$ cat src/regpt_pkg.sv
// Types, byte codes and token helpers shared by the regex pattern tokenizer.
package regpt_pkg;

    typedef enum logic [3:0] {
        KIND_CHAR   = 4'd0,
        KIND_OPT    = 4'd1,
        KIND_STAR   = 4'd2,
        KIND_PLUS   = 4'd3,
        KIND_ALT    = 4'd4,
        KIND_OPEN   = 4'd5,
        KIND_CLOSE  = 4'd6,
        KIND_CONCAT = 4'd7,
        KIND_END    = 4'd8
    } token_kind_t;

    typedef enum logic [4:0] {
        MODE_IDLE    = 5'b00001,
        MODE_CARET   = 5'b00010,
        MODE_ESCAPE  = 5'b00100,
        MODE_PENDING = 5'b01000,
        MODE_DASH    = 5'b10000
    } scan_mode_t;

    typedef struct packed {
        scan_mode_t mode;
        logic [7:0] pend_low;
        logic       pend_comp;
        logic       prev_ends;
    } scan_state_t;

    typedef struct packed {
        logic        comp;
        logic [7:0]  hi;
        logic [7:0]  lo;
        token_kind_t kind;
    } token_t;

    localparam int MAX_TOKENS = 3;

    localparam logic [7:0] CH_NUL    = 8'h00;
    localparam logic [7:0] CH_DASH   = 8'h2D;
    localparam logic [7:0] CH_QMARK  = 8'h3F;
    localparam logic [7:0] CH_STAR   = 8'h2A;
    localparam logic [7:0] CH_PLUS   = 8'h2B;
    localparam logic [7:0] CH_BAR    = 8'h7C;
    localparam logic [7:0] CH_LPAREN = 8'h28;
    localparam logic [7:0] CH_RPAREN = 8'h29;
    localparam logic [7:0] CH_CARET  = 8'h5E;
    localparam logic [7:0] CH_BSLASH = 8'h5C;
    localparam logic [7:0] CH_N      = 8'h6E;
    localparam logic [7:0] CH_R      = 8'h72;
    localparam logic [7:0] CH_T      = 8'h74;
    localparam logic [7:0] CTL_LF    = 8'd10;
    localparam logic [7:0] CTL_CR    = 8'd13;
    localparam logic [7:0] CTL_TAB   = 8'd9;

    localparam scan_state_t STATE_CLEAR = '{MODE_IDLE, 8'h00, 1'b0, 1'b0};

    function automatic token_t op_tok(token_kind_t kind);
        token_t t;
        t.kind = kind;
        t.lo   = 8'h00;
        t.hi   = 8'h00;
        t.comp = 1'b0;
        return t;
    endfunction

    function automatic token_t char_tok(logic [7:0] lo, logic [7:0] hi, logic comp);
        token_t t;
        t.kind = KIND_CHAR;
        t.lo   = lo;
        t.hi   = hi;
        t.comp = comp;
        return t;
    endfunction

endpackage

$ cat src/regpt_decode.sv
// Per-byte decode: scan state and one pattern byte in, up to three tokens out.
module regpt_decode (
    input  regpt_pkg::scan_state_t st,
    input  logic [7:0]             pattern_byte,
    output regpt_pkg::scan_state_t st_next,
    output regpt_pkg::token_t      tok [regpt_pkg::MAX_TOKENS],
    output logic [1:0]             tok_cnt
);
    import regpt_pkg::*;

    always_comb begin
        logic [1:0] n;
        logic       do_idle;
        logic [7:0] b;
        logic [7:0] ctl;

        b       = pattern_byte;
        n       = 2'd0;
        do_idle = 1'b0;
        ctl     = CTL_TAB;
        st_next = st;
        for (int i = 0; i < MAX_TOKENS; i++) begin
            tok[i] = op_tok(KIND_END);
        end

        case (st.mode)
            MODE_CARET: begin
                if (b == CH_NUL) begin
                    tok[n] = op_tok(KIND_END); n = n + 2'd1;
                    st_next = STATE_CLEAR;
                end else begin
                    if (st.prev_ends) begin
                        tok[n] = op_tok(KIND_CONCAT); n = n + 2'd1;
                    end
                    st_next = '{MODE_PENDING, b, 1'b1, 1'b1};
                end
            end
            MODE_ESCAPE: begin
                if (b == CH_NUL) begin
                    tok[n] = op_tok(KIND_END); n = n + 2'd1;
                    st_next = STATE_CLEAR;
                end else if (b == CH_N || b == CH_R || b == CH_T) begin
                    ctl = (b == CH_N) ? CTL_LF : (b == CH_R) ? CTL_CR : CTL_TAB;
                    if (st.prev_ends) begin
                        tok[n] = op_tok(KIND_CONCAT); n = n + 2'd1;
                    end
                    tok[n] = char_tok(ctl, ctl, 1'b0); n = n + 2'd1;
                    st_next.prev_ends = 1'b1;
                    st_next.mode      = MODE_IDLE;
                end else begin
                    if (st.prev_ends) begin
                        tok[n] = op_tok(KIND_CONCAT); n = n + 2'd1;
                    end
                    st_next = '{MODE_PENDING, b, 1'b0, 1'b1};
                end
            end
            MODE_PENDING: begin
                if (b == CH_DASH) begin
                    st_next.mode = MODE_DASH;
                end else begin
                    tok[n] = char_tok(st.pend_low, st.pend_low, st.pend_comp);
                    n = n + 2'd1;
                    st_next.prev_ends = 1'b1;
                    do_idle = 1'b1;
                end
            end
            MODE_DASH: begin
                tok[n] = char_tok(st.pend_low, b, st.pend_comp); n = n + 2'd1;
                st_next.prev_ends = 1'b1;
                st_next.mode      = MODE_IDLE;
                if (b == CH_NUL) begin
                    tok[n] = op_tok(KIND_END); n = n + 2'd1;
                    st_next = STATE_CLEAR;
                end
            end
            default: begin
                do_idle = 1'b1;
            end
        endcase

        // plain byte handling, also reached after flushing a pending char
        if (do_idle) begin
            st_next.mode = MODE_IDLE;
            case (b)
                CH_NUL: begin
                    tok[n] = op_tok(KIND_END); n = n + 2'd1;
                    st_next = STATE_CLEAR;
                end
                CH_QMARK: begin
                    tok[n] = op_tok(KIND_OPT); n = n + 2'd1;
                    st_next.prev_ends = 1'b1;
                end
                CH_STAR: begin
                    tok[n] = op_tok(KIND_STAR); n = n + 2'd1;
                    st_next.prev_ends = 1'b1;
                end
                CH_PLUS: begin
                    tok[n] = op_tok(KIND_PLUS); n = n + 2'd1;
                    st_next.prev_ends = 1'b1;
                end
                CH_BAR: begin
                    tok[n] = op_tok(KIND_ALT); n = n + 2'd1;
                    st_next.prev_ends = 1'b0;
                end
                CH_LPAREN: begin
                    if (st_next.prev_ends) begin
                        tok[n] = op_tok(KIND_CONCAT); n = n + 2'd1;
                    end
                    tok[n] = op_tok(KIND_OPEN); n = n + 2'd1;
                    st_next.prev_ends = 1'b0;
                end
                CH_RPAREN: begin
                    tok[n] = op_tok(KIND_CLOSE); n = n + 2'd1;
                    st_next.prev_ends = 1'b1;
                end
                CH_CARET: begin
                    st_next.mode = MODE_CARET;
                end
                CH_BSLASH: begin
                    st_next.mode = MODE_ESCAPE;
                end
                default: begin
                    if (st_next.prev_ends) begin
                        tok[n] = op_tok(KIND_CONCAT); n = n + 2'd1;
                    end
                    st_next.mode      = MODE_PENDING;
                    st_next.pend_low  = b;
                    st_next.pend_comp = 1'b0;
                    st_next.prev_ends = 1'b1;
                end
            endcase
        end

        tok_cnt = n;
    end

endmodule

$ cat src/regex_pattern_tokenizer_core.sv
// Top level of the regex pattern tokenizer: stream ports, token buffer and output register.
//
// Takes one pattern byte per word and emits the tokens it causes, one token per output
// word, with tlast on the final token of each byte. A byte is taken every cycle as long as
// each byte yields at most one token and m_tready is high; a byte yielding more tokens (up
// to three, e.g. a flushed character, CONCAT and an open group) holds the input while the
// buffer drains one word per cycle with m_tready high, until one is left. Tokens pass the
// buffer, then the output register. A plain character appears only once the next byte
// shows whether a range follows; byte 0 ends the pattern with END and resets the scanner.
module regex_pattern_tokenizer_core (
    input  logic        aclk,
    input  logic        aresetn,
    input  logic        s_tvalid,
    output logic        s_tready,
    input  logic [7:0]  s_tdata,   // [7:0] pattern_byte
    output logic        m_tvalid,
    input  logic        m_tready,
    output logic [23:0] m_tdata,   // [3:0] token_kind, [11:4] range_low,
                                   // [19:12] range_high, [20] complemented, [23:21] zero
    output logic        m_tlast    // last_of_run
);
    import regpt_pkg::*;

    scan_state_t st_reg, st_next;
    token_t      dec_tok [MAX_TOKENS];
    logic [1:0]  dec_cnt;

    token_t      grp_reg [MAX_TOKENS];
    token_t      grp_next [MAX_TOKENS];
    logic [1:0]  grp_cnt_reg, grp_cnt_next;

    token_t      out_tok_reg, out_tok_next;
    logic        out_last_reg, out_last_next;
    logic        out_valid_reg, out_valid_next;

    logic        in_word;
    logic        out_load;
    logic        move;

    regpt_decode u_decode (
        .st           (st_reg),
        .pattern_byte (s_tdata),
        .st_next      (st_next),
        .tok          (dec_tok),
        .tok_cnt      (dec_cnt)
    );

    assign out_load = !out_valid_reg || m_tready;
    assign move     = out_load && (grp_cnt_reg != 2'd0);
    assign s_tready = (grp_cnt_reg == 2'd0) || ((grp_cnt_reg == 2'd1) && out_load);
    assign in_word  = s_tvalid && s_tready;

    always_comb begin
        grp_next     = grp_reg;
        grp_cnt_next = grp_cnt_reg;
        if (in_word) begin
            grp_next     = dec_tok;
            grp_cnt_next = dec_cnt;
        end else if (move) begin
            grp_next[0]  = grp_reg[1];
            grp_next[1]  = grp_reg[2];
            grp_cnt_next = grp_cnt_reg - 2'd1;
        end
    end

    always_comb begin
        out_tok_next   = out_tok_reg;
        out_last_next  = out_last_reg;
        out_valid_next = out_valid_reg;
        if (move) begin
            out_tok_next   = grp_reg[0];
            out_last_next  = (grp_cnt_reg == 2'd1);
            out_valid_next = 1'b1;
        end else if (m_tready) begin
            out_valid_next = 1'b0;
        end
    end

    always_ff @(posedge aclk) begin
        if (!aresetn) begin
            st_reg        <= STATE_CLEAR;
            grp_cnt_reg   <= 2'd0;
            out_valid_reg <= 1'b0;
        end else begin
            if (in_word) begin
                st_reg <= st_next;
            end
            grp_cnt_reg   <= grp_cnt_next;
            out_valid_reg <= out_valid_next;
        end
    end

    always_ff @(posedge aclk) begin
        grp_reg      <= grp_next;
        out_tok_reg  <= out_tok_next;
        out_last_reg <= out_last_next;
    end

    assign m_tvalid = out_valid_reg;
    assign m_tdata  = {3'b000, out_tok_reg.comp, out_tok_reg.hi, out_tok_reg.lo,
                       out_tok_reg.kind};
    assign m_tlast  = out_last_reg;

endmodule

$ cat config.mk
export PLATFORM = sky130hd
export DESIGN_NAME = regex_pattern_tokenizer_core
export DESIGN_NICKNAME = d
export VERILOG_FILES = /design/src/regpt_pkg.sv /design/src/regpt_decode.sv /design/src/regex_pattern_tokenizer_core.sv
export SDC_FILE = /design/constraint.sdc
export NUM_CORES = 1
export LEC_CHECK = 0
export BUFFER_PORTS_ARGS = -buffer_cell sky130_fd_sc_hd__buf_2
export CAP_MARGIN = 20
export CORE_UTILIZATION = 36
export DETAILED_ROUTE_END_ITERATION = 7
export PLACE_DENSITY_LB_ADDON = 0.12
export SLEW_MARGIN = 20
export SYNTH_ARGS = -nofsm -noshare
export SYNTH_HDL_FRONTEND = slang
export SYNTH_SLANG_ARGS = --single-unit
$ cat constraint.sdc
create_clock -name aclk -period 5.4 [get_ports aclk]
set_input_delay 0.54 -clock aclk [delete_from_list [all_inputs] [get_ports aclk]]
set_output_delay 0.54 -clock aclk [all_outputs]
set_load 0.1 [all_outputs]
# Word-level counts from Yosys, hierarchy flattened
# Index checks and enable logic that the tools add are counted.
# totals
ff_bits	103
word_cells	166
# classes
n_addsub	4
order_cmp	6
n_eq_ne	18
muxes	64
bitwise	27
reduce_logical	24
# op_table
operator	count
$pmux 63 s8	1
$mux 21	12
$mux 63	4
$and 60x60->60	4
$not 60->60	4
$and 57x57->57	3
$not 57->57	3
$mux 42	4
$demux 21 s2	3
$pmux 21 s4	1
$bwmux 63	1
$and 54x54->54	1
$not 54->54	1
$eq 8x6->1 const B	6
$eq 8x7->1 const B	6
$mux 14	2
$pmux 9 s3	1
$mux 2	13
$pmux 5 s4	1
$or 6x6->6	3
$pmux 9 s2	1
$mux 15	1
$or 3x3->3	4
$pmux 4 s3	1
other kinds (36)	62

# Longest topological paths before layout
# Gate-level depths: netlist (run 1).
# depth
ltp_word	24
mapped_depth	19

# Modules after synthesis
# A second synthesis (run 1) with hierarchy kept.
# unflattened
hier_cells	610
area_unflattened_um2	5885.6
# by_module_without_submodules
mod	instances	cells_each	area_per_inst_um2	seq_area_each_um2
regex_pattern_tokenizer_core	1	310	3846.2	2912.8
regpt_decode	1	300	2039.5	0.0

# Least setup slack after synthesis (run 1)
# No wires, ideal clock.
# synth_path
path_type	input to register
startpoint	input s_tdata[2]
endpoint	register grp_reg[50] (netlist bit), data pin
arrival_time_ns	4.152
setup_slack_ns	0.977
path_stages	19
path_cell_list	buf_6 and4b_2 and3_1 clkbuf_1 nor2_1 inv_1 ha_1 inv_1 a222oi_1 nand3_1 inv_1 ha_1 a22oi_1 ha_1 nor2_1 a211o_1 a31oi_2 buf_2 nor3_1
# synth_between
elab_chain_len	20
# synth_lines
item	line	source
start: declaration	regex_pattern_tokenizer_core.sv:15	input logic [7:0] s_tdata,
$eq 8x7->1	regpt_decode.sv:42	end else if (b == CH_N || b == CH_R || b == CH_T) begin
$logic_or 1x1->1 (2 in series)	regpt_decode.sv:42	
$mux 2	regpt_decode.sv:42	
$mux 2	regpt_decode.sv:39	if (b == CH_NUL) begin
$pmux 2 s4	regpt_decode.sv:26	case (st.mode)
$add 2x1->2 or $not 2->3 (tied branches)	n/a	
$mux 2, or another cell as far along	regpt_decode.sv:106	if (st_next.prev_ends) begin
$mux 2 or $logic_and 1x1->1 (tied branches)	n/a	
[3 not listed]	n/a	
$logic_and 1x1->1 (implied by the code) or $and 54x54->54 (tied branches)	n/a	
$mux 21 (implied by the code) or $mux 63 (tied branches)	regpt_decode.sv:109, regpt_decode.sv:106, regpt_decode.sv:123	
$demux 21 s2 or $mux 63 (tied branches)	regpt_decode.sv:109, regpt_decode.sv:84	
$not 57->57 (no line) or $mux 63 (tied branches)	n/a	
$and 57x57->57 (no line)	n/a	
$pmux 63 s8	regpt_decode.sv:84	case (b)
$mux 63 *	regpt_decode.sv:82	if (do_idle) begin
$mux 42 *	regex_pattern_tokenizer_core.sv:56	if (in_word) begin
end signal: assignment	regex_pattern_tokenizer_core.sv:94	grp_reg <= grp_next;
end: declaration	regex_pattern_tokenizer_core.sv:28	token_t grp_reg [MAX_TOKENS];
# Mark *: on every way between the ends. The rest lies on a longest branch, timed or not. The select of a mux whose other input is x is not followed.
# A chain may end at the register's enable or synchronous reset.

==> flow_metrics.py, run 1 <==
metrics = {
    "status": {
        "status": "finished, violations left",
        "violations": "DRC",
    },
    "clocking": {
        "hold_buffers": 0,
        "cts.path.max_buffers": 2,
        "tritoncts": "done",
        "cts.repair.resized": 0,
        "clk_pin_slew_ns": 0.06,
        "htreeDepth": 3,
        "clk_latency_ns": 0.34,
        "cts.sinks": 73,
        "numCtsBuffers": 9,
        "cts_root_buf": "clkbuf_16",
        "cts_setup_buffers": 0,
    },
    "setup_path": {
        "cpMaxStageDelayCell": "nor4b_2",
        "critPathKind": "input port to flop",
        "cp_max_fo": 17,
        "r2r_slack_ns": 1.41,
        "crit_required_ns": 5.48,
        "arrival_ns": 4.69,
        "worst_path_largest_cell_delay_ns": 0.58,
        "start_kind": "input port",
        "cp_cell_sequence": "buf_2 -> and4b_1 -> nor4b_2 -> nor2_1 -> inv_1 -> ha_1 -> inv_1 -> a222oi_1 -> nand3_1 -> inv_1 -> ha_1 -> a22oi_1 -> ha_1 -> nor2_1 -> a211o_1 -> a31oi_2 -> buf_4 -> o31ai_1",
        "endpoint_kind": "flop",
    },
    "sta": {
        "slew_violations": 0,
        "setup_ws_ns": 0.788,
        "fin_crit_sh": 0.854,
        "finalSetupViolations": 0,
        "hold_viol": 0,
        "skew_ns": 0.0124,
        "max_freq_ghz": 0.217,
        "rsz0062_at_grt": "false",
        "fin_crit_ns": 4.61,
        "worstMarginPinSlew_ns": 0.739,
        "slew_headroom": 0.503,
        "finalSetupTns_ns": 0,
    },
    "synth": {
        "yosys_warnings": 0,
        "synth_edf_count": 55,
        "yosysMostFrequentCell": "edfxtp_1",
        "ys_async_sr_fraction": 0,
        "synth_commonest_cells": "edfxtp_1, nand2_1, nor2_1, o21ai_0, a21oi_1",
        "yosysUniqueCellTypes": 74,
        "synth_top_area_frac": 0.381,
        "synth.cell_area_um2": 4330,
        "synth_flop_cell": "edfxtp_1",
        "yosysTopAreaCell": "edfxtp_1",
        "synth_seq_area_share": 0.464,
        "syn_inst": 444,
        "synth_area_leaders": "edfxtp_1, dfxtp_1, nand2_1",
        "ys_seq_elements": 73,
        "syn_avg_cell_area_um2": 9.76,
    },
    "power_and_ir_drop": {
        "p_leak_nw": 1.77,
        "switching_share": 0.492,
        "p_seq_frac": 0.349,
        "p_int_mw": 1.48,
        "ir_drop_v": 0.000221,
        "switching_power_mw": 1.44,
        "pwr-share-comb": 0.453,
        "p_total_mw": 2.92,
        "powerDensity_nw_per_um2": 603,
        "power_frac_clock": 0.198,
    },
    "route": {
        "first_pass_iters": 8,
        "ant_nets": 0,
        "wl_um": 11900,
        "drcViolationCount": 7,
        "avgViaCountPerCell": 5.99,
        "drt_iter0_drc": 408,
        "vias": 3680,
        "wire_per_inst_um": 19.4,
    },
    "cells_and_area": {
        "drive_gt1_frac": 0.163,
        "fin_nets": 489,
        "antenna_cells": 0,
        "largest_register_ffs": 33,
        "n_fill_cell": 1134,
        "synthToLayoutAreaGrowth_pct": 11.8,
    },
    "grt": {
        "antenna_found_initial": 0,
        "grt_overflow_total": 0,
        "grt_pass1_wl_um": 18800,
        "grt_pass1_vias": 3340,
        "grtUsageTotal": 0.196,
        "grt_max_degree": 30,
    },
    "run": {
        "max_cap_violations": 0,
    },
    "hold_path": {
        "hp-class": "flop to flop",
    },
    "die": {
        "die_h_um": 112,
        "chipWidth_um": 112,
        "core_um2": 11600,
        "rows": 39,
        "dieArea_um2": 12500,
        "pin_count": 39,
        "start_util": 0.375,
    },
    "placed_design": {
        "place_congestion": 0.915,
        "port_buffers": 35,
        "place_hpwl_um": 8360,
        "dp_slack_ns": 0.541,
    },
}
-- cells by family after synthesis --
family	count (synthesis)	share of synthesized area
buf+inv	51	0.0615
mux	2	0.00462
flops	73	0.464
compound gates	141	0.232
other cells	1	0.000866
fa+ha+maj	11	0.0318
xor+xnor	2	0.00404
simple gates	163	0.201
-- layout by cell type, fill, tap and decap left out, types with 5 or more instances in the layout --
cell	n
nand2_1	38
buf_2	35
a31oi_1	8
a221oi_1	7
clkbuf_16	9
edfxtp_1	55
dfxtp_1	18
o31ai_1	8
and3_1	7
a21oi_1	22
nand2b_1	6
nand3_1	14
nor3_1	21
ha_1	11
a311oi_1	5
a211oi_1	7
o21ai_0	28
inv_1	16
a22oi_1	12
nor2_1	35
buf_4	9
o211ai_1	5
-- critical path, delay by kind of cell --
kind / cells / cell delay, ns
simple gates: 5 / 1.45
buf+inv: 5 / 0.79
compound gates: 5 / 1.23
fa+ha+maj: 3 / 0.65
-- power groups by stage --
stage / clock network, mW / registers, mW / logic [mW]
after floorplan: 0 / 1.69 / 0.441
after global placement: 0 / 1.03 / 1.31
after detailed placement: 0 / 1.03 / 1.32
after CTS: 0.590 / 1.02 / 1.33
after global routing: 0.615 / 1.04 / 1.39
final: 0.578 / 1.02 / 1.32
-- metrics by stage --
stage | util | hold slack [ns] | cells | cell area [um2]
after floorplan | - | 0.400 | 446 | 4340
after global placement | 0.394 | 0.404 | 598 | 4560
after detailed placement | 0.394 | 0.405 | 598 | 4560
after CTS | 0.419 | 0.422 | 614 | 4840
after global routing | 0.419 | 0.425 | 614 | 4840
final | 0.419 | 0.419 | 614 | 4840
-- cell type report --
type | instances | area, um2 | share of cell area
multi-input cells | 322 | 2060 | 0.426
flip-flops and latches | 73 | 2010 | 0.415
repair buffers | 44 | 243 | 0.0501
clock buffers | 9 | 225 | 0.0465
well taps | 143 | 179 | 0.0369
clock inverters | 7 | 62.6 | 0.0129
inverters | 16 | 60.1 | 0.0124
-- worst paths after layout --
| check | start | end | cells after the start |
|---|---|---|---|
| setup / recovery | s_tdata[4] | grp_reg[48] | 18 |
| hold / removal | grp_reg[43] | m_tdata[1] | 0 |
| setup reg to reg | st_reg[14] | grp_reg[48] | 13 |
| hold reg to reg | grp_reg[43] | m_tdata[1] | 0 |
-- metal layers --
metal  global-route usage  up-vias  wire length [um]
met5                    0        -                 0
met4               0.0775        0               276
met3               0.0425       23               795
met2                0.275      153              5120
met1                0.289     1755              5700
li1                     -     1749                 -
Power figures use the tool's default switching activity.
==> inputs of run 2 (changes only) <==
--- a/config.mk
+++ b/config.mk
@@ -7,6 +7,7 @@
 export LEC_CHECK = 0
 export BUFFER_PORTS_ARGS = -buffer_cell sky130_fd_sc_hd__buf_2
 export CAP_MARGIN = 20
+export CORE_ASPECT_RATIO = 1.75
 export CORE_UTILIZATION = 36
 export DETAILED_ROUTE_END_ITERATION = 7
 export PLACE_DENSITY_LB_ADDON = 0.12
==> constraint.sdc (replaced) <==
create_clock -name aclk -period 5.26 [get_ports aclk]
set_input_delay 0.526 -clock aclk [delete_from_list [all_inputs] [get_ports aclk]]
set_output_delay 0.526 -clock aclk [all_outputs]
set_load 0.1 [all_outputs]
==> run 2 against run 1 <==
Against the previous run:
- routed wire length rose by 1.7%
- largest cell class unchanged
- the flow still finishes with violations (DRC)
- largest power group unchanged
- critical endpoint is now grp_reg[56]
- register-to-register slack got worse by 0.13 ns
- first-iteration DRC count shrank 49%
- hold slack got worse by 0.0072 ns
- power rose by 2.2%
- sequential cell count is the same
- via count hardly changed
- cell count is 1.3% lower
- clock-buffer cell count unchanged
- critical path type unchanged
- clock power rose by 3%
==> flow_metrics.py, run 2 (synthesis gave the netlist of run 1 again) <==
metrics = {
    "cells_and_area": {
        "antenna_cells": 0,
        "final_cell_mix": "edfxtp_1, nand2_1, nor2_1, buf_2, o21ai_0",
        "drive_gt1_frac": 0.163,
        "fin_nets": 489,
        "multi_input_area_um2": 2070,
        "layout_commonest_cell": "edfxtp_1",
        "fin_cells": 606,
        "seq_area_um2": 2010,
        "synthToLayoutAreaGrowth_pct": 11.7,
        "largest_register_ffs": 33,
        "n_fill_cell": 1148,
        "design_area_um2": 4840,
    },
    "clocking": {
        "clk_latency_ns": 0.35,
        "tritoncts": "done",
        "hold_buffers": 0,
        "cts.path.max_buffers": 2,
        "cts_root_buf": "clkbuf_16",
        "cts.sinks": 73,
        "cts.repair.resized": 0,
        "htreeDepth": 3,
        "numCtsBuffers": 9,
        "clk_pin_slew_ns": 0.06,
        "cts_setup_buffers": 0,
    },
    "setup_path": {
        "r2r.worst_path.cells": 13,
        "crit_start": "s_tdata[7]",
        "r2r_start": "st_reg[14]",
        "start_kind": "input port",
        "worst_path_largest_cell_delay_ns": 0.40,
        "arrival_ns": 4.57,
        "cp_max_fo": 17,
        "endpoint_kind": "flop",
        "cpMaxStageDelayCell": "a222oi_1",
        "cp_cell_sequence": "buf_2 -> and4b_2 -> and3_1 -> nor2_1 -> inv_1 -> ha_1 -> inv_1 -> a222oi_1 -> nand3_1 -> inv_1 -> ha_1 -> a22oi_1 -> ha_1 -> nor2_1 -> a211o_1 -> a31oi_2 -> buf_4 -> o31ai_1",
        "critPathKind": "input port to flop",
        "r2r_slack_ns": 1.28,
        "crit_required_ns": 5.34,
        "r2r-end": "grp_reg[56]",
    },
    "status": {
        "status": "finished, violations left",
        "violations": "DRC",
    },
    "sta": {
        "fin_crit_ns": 4.49,
        "slew_headroom": 0.371,
        "finalSetupTns_ns": 0,
        "rsz0062_at_grt": "false",
        "finalSetupViolations": 0,
        "worstMarginPinSlew_ns": 0.940,
        "slew_violations": 0,
        "hold_ws_ns": 0.412,
        "hold_viol": 0,
        "skew_ns": 0.0121,
        "fin_crit_sh": 0.853,
        "max_freq_ghz": 0.223,
    },
    "hold_path": {
        "hold-path-endpoint": "m_tdata[20]",
        "hold_path_startpoint": "grp_reg[62]",
        "min_path_cells": 0,
        "hp-class": "flop to flop",
    },
    "grt": {
        "grt_pass1_wl_um": 19400,
        "grt_max_degree": 30,
        "antenna_found_initial": 0,
        "grtUsageTotal": 0.203,
        "grt_overflow_total": 0,
        "grt_pass1_vias": 3598,
    },
    "placed_design": {
        "port_buffers": 35,
        "dp_cells": 590,
        "place_congestion": 0.913,
        "place_hpwl_um": 8820,
        "placed_cell_area_um2": 4550,
    },
    "route": {
        "first_pass_iters": 7,
        "drcViolationCount": 9,
        "ant_nets": 0,
        "avgViaCountPerCell": 6.07,
        "wl_um": 12100,
        "vias": 3679,
        "wire_per_inst_um": 19.9,
        "drt_iter0_drc": 210,
    },
    "power_and_ir_drop": {
        "p_leak_nw": 1.77,
        "ir_drop_v": 0.000214,
        "powerDensity_nw_per_um2": 618,
    },
    "die": {
        "rows": 52,
        "dieArea_um2": 12500,
        "die_h_um": 147,
        "start_util": 0.372,
        "pin_count": 39,
        "core_um2": 11600,
        "chipWidth_um": 84.9,
    },
    "run": {
        "max_cap_violations": 0,
    },
}
run 2: cell types whose count changed in the layout (fill, tap and decap cells not counted):
cell	before	now
clkinv_4	0	2
clkinvlp_4	3	2
inv_8	2	1
nor2b_2	1	0
nor2b_4	0	1
run 2: critical path: cells and delay by family:
kind | cells | cell delay, ns
AOI/OAI and AO/OA | 5 | 1.27
adders and majority gates | 3 | 0.80
buffers and inverters | 5 | 0.75
and+or+nand+nor | 5 | 1.22
run 2: worst max-delay path by stage:
stage / end / slack, ns
2_1_floorplan: grp_reg[50] / 0.85
3_3_place_gp: grp_reg[54] / 0.62
3_5_place_dp: grp_reg[56] / 0.46
4_1_cts: grp_reg[56] / 0.82
5_1_grt: grp_reg[47] / 0.44
6_report: grp_reg[56] / 0.77
run 2: area by class of cell:
| type | count | area share |
|---|---|---|
| Clock buffer | 9 | 0.0465 |
| Clock inverter | 7 | 0.0127 |
| Timing Repair Buffer | 44 | 0.0502 |
| Sequential cell | 73 | 0.416 |
| Inverter | 16 | 0.0124 |
| Tap cell | 135 | 0.0349 |
| Multi-Input combinational cell | 322 | 0.427 |
run 2: metal layers:
layer	vias up	GRT usage	share of wire
met5	-	0	0
met1	1726	0.232	0.39
met3	51	0.0455	0.052
li1	1747	-	-
met4	0	0.120	0.053
met2	155	0.344	0.50
run 2: power breakdown:
part	total (mW)	internal (mW)	switching (mW)
sequential	1.05	0.965	0.0882
clock	0.593	0.327	0.265
combinational	1.34	0.226	1.12
total	2.99	1.52	1.47
run 2: stage by stage:
step	total power, mW	utilization	worst slack [ns]
3_5_place_dp	2.41	0.391	0.459
3_3_place_gp	2.40	0.390	0.619
4_1_cts	3.01	0.415	0.823
6_report	2.99	0.415	0.773
5_1_grt	3.13	0.415	0.439
2_1_floorplan	2.18	-	0.851
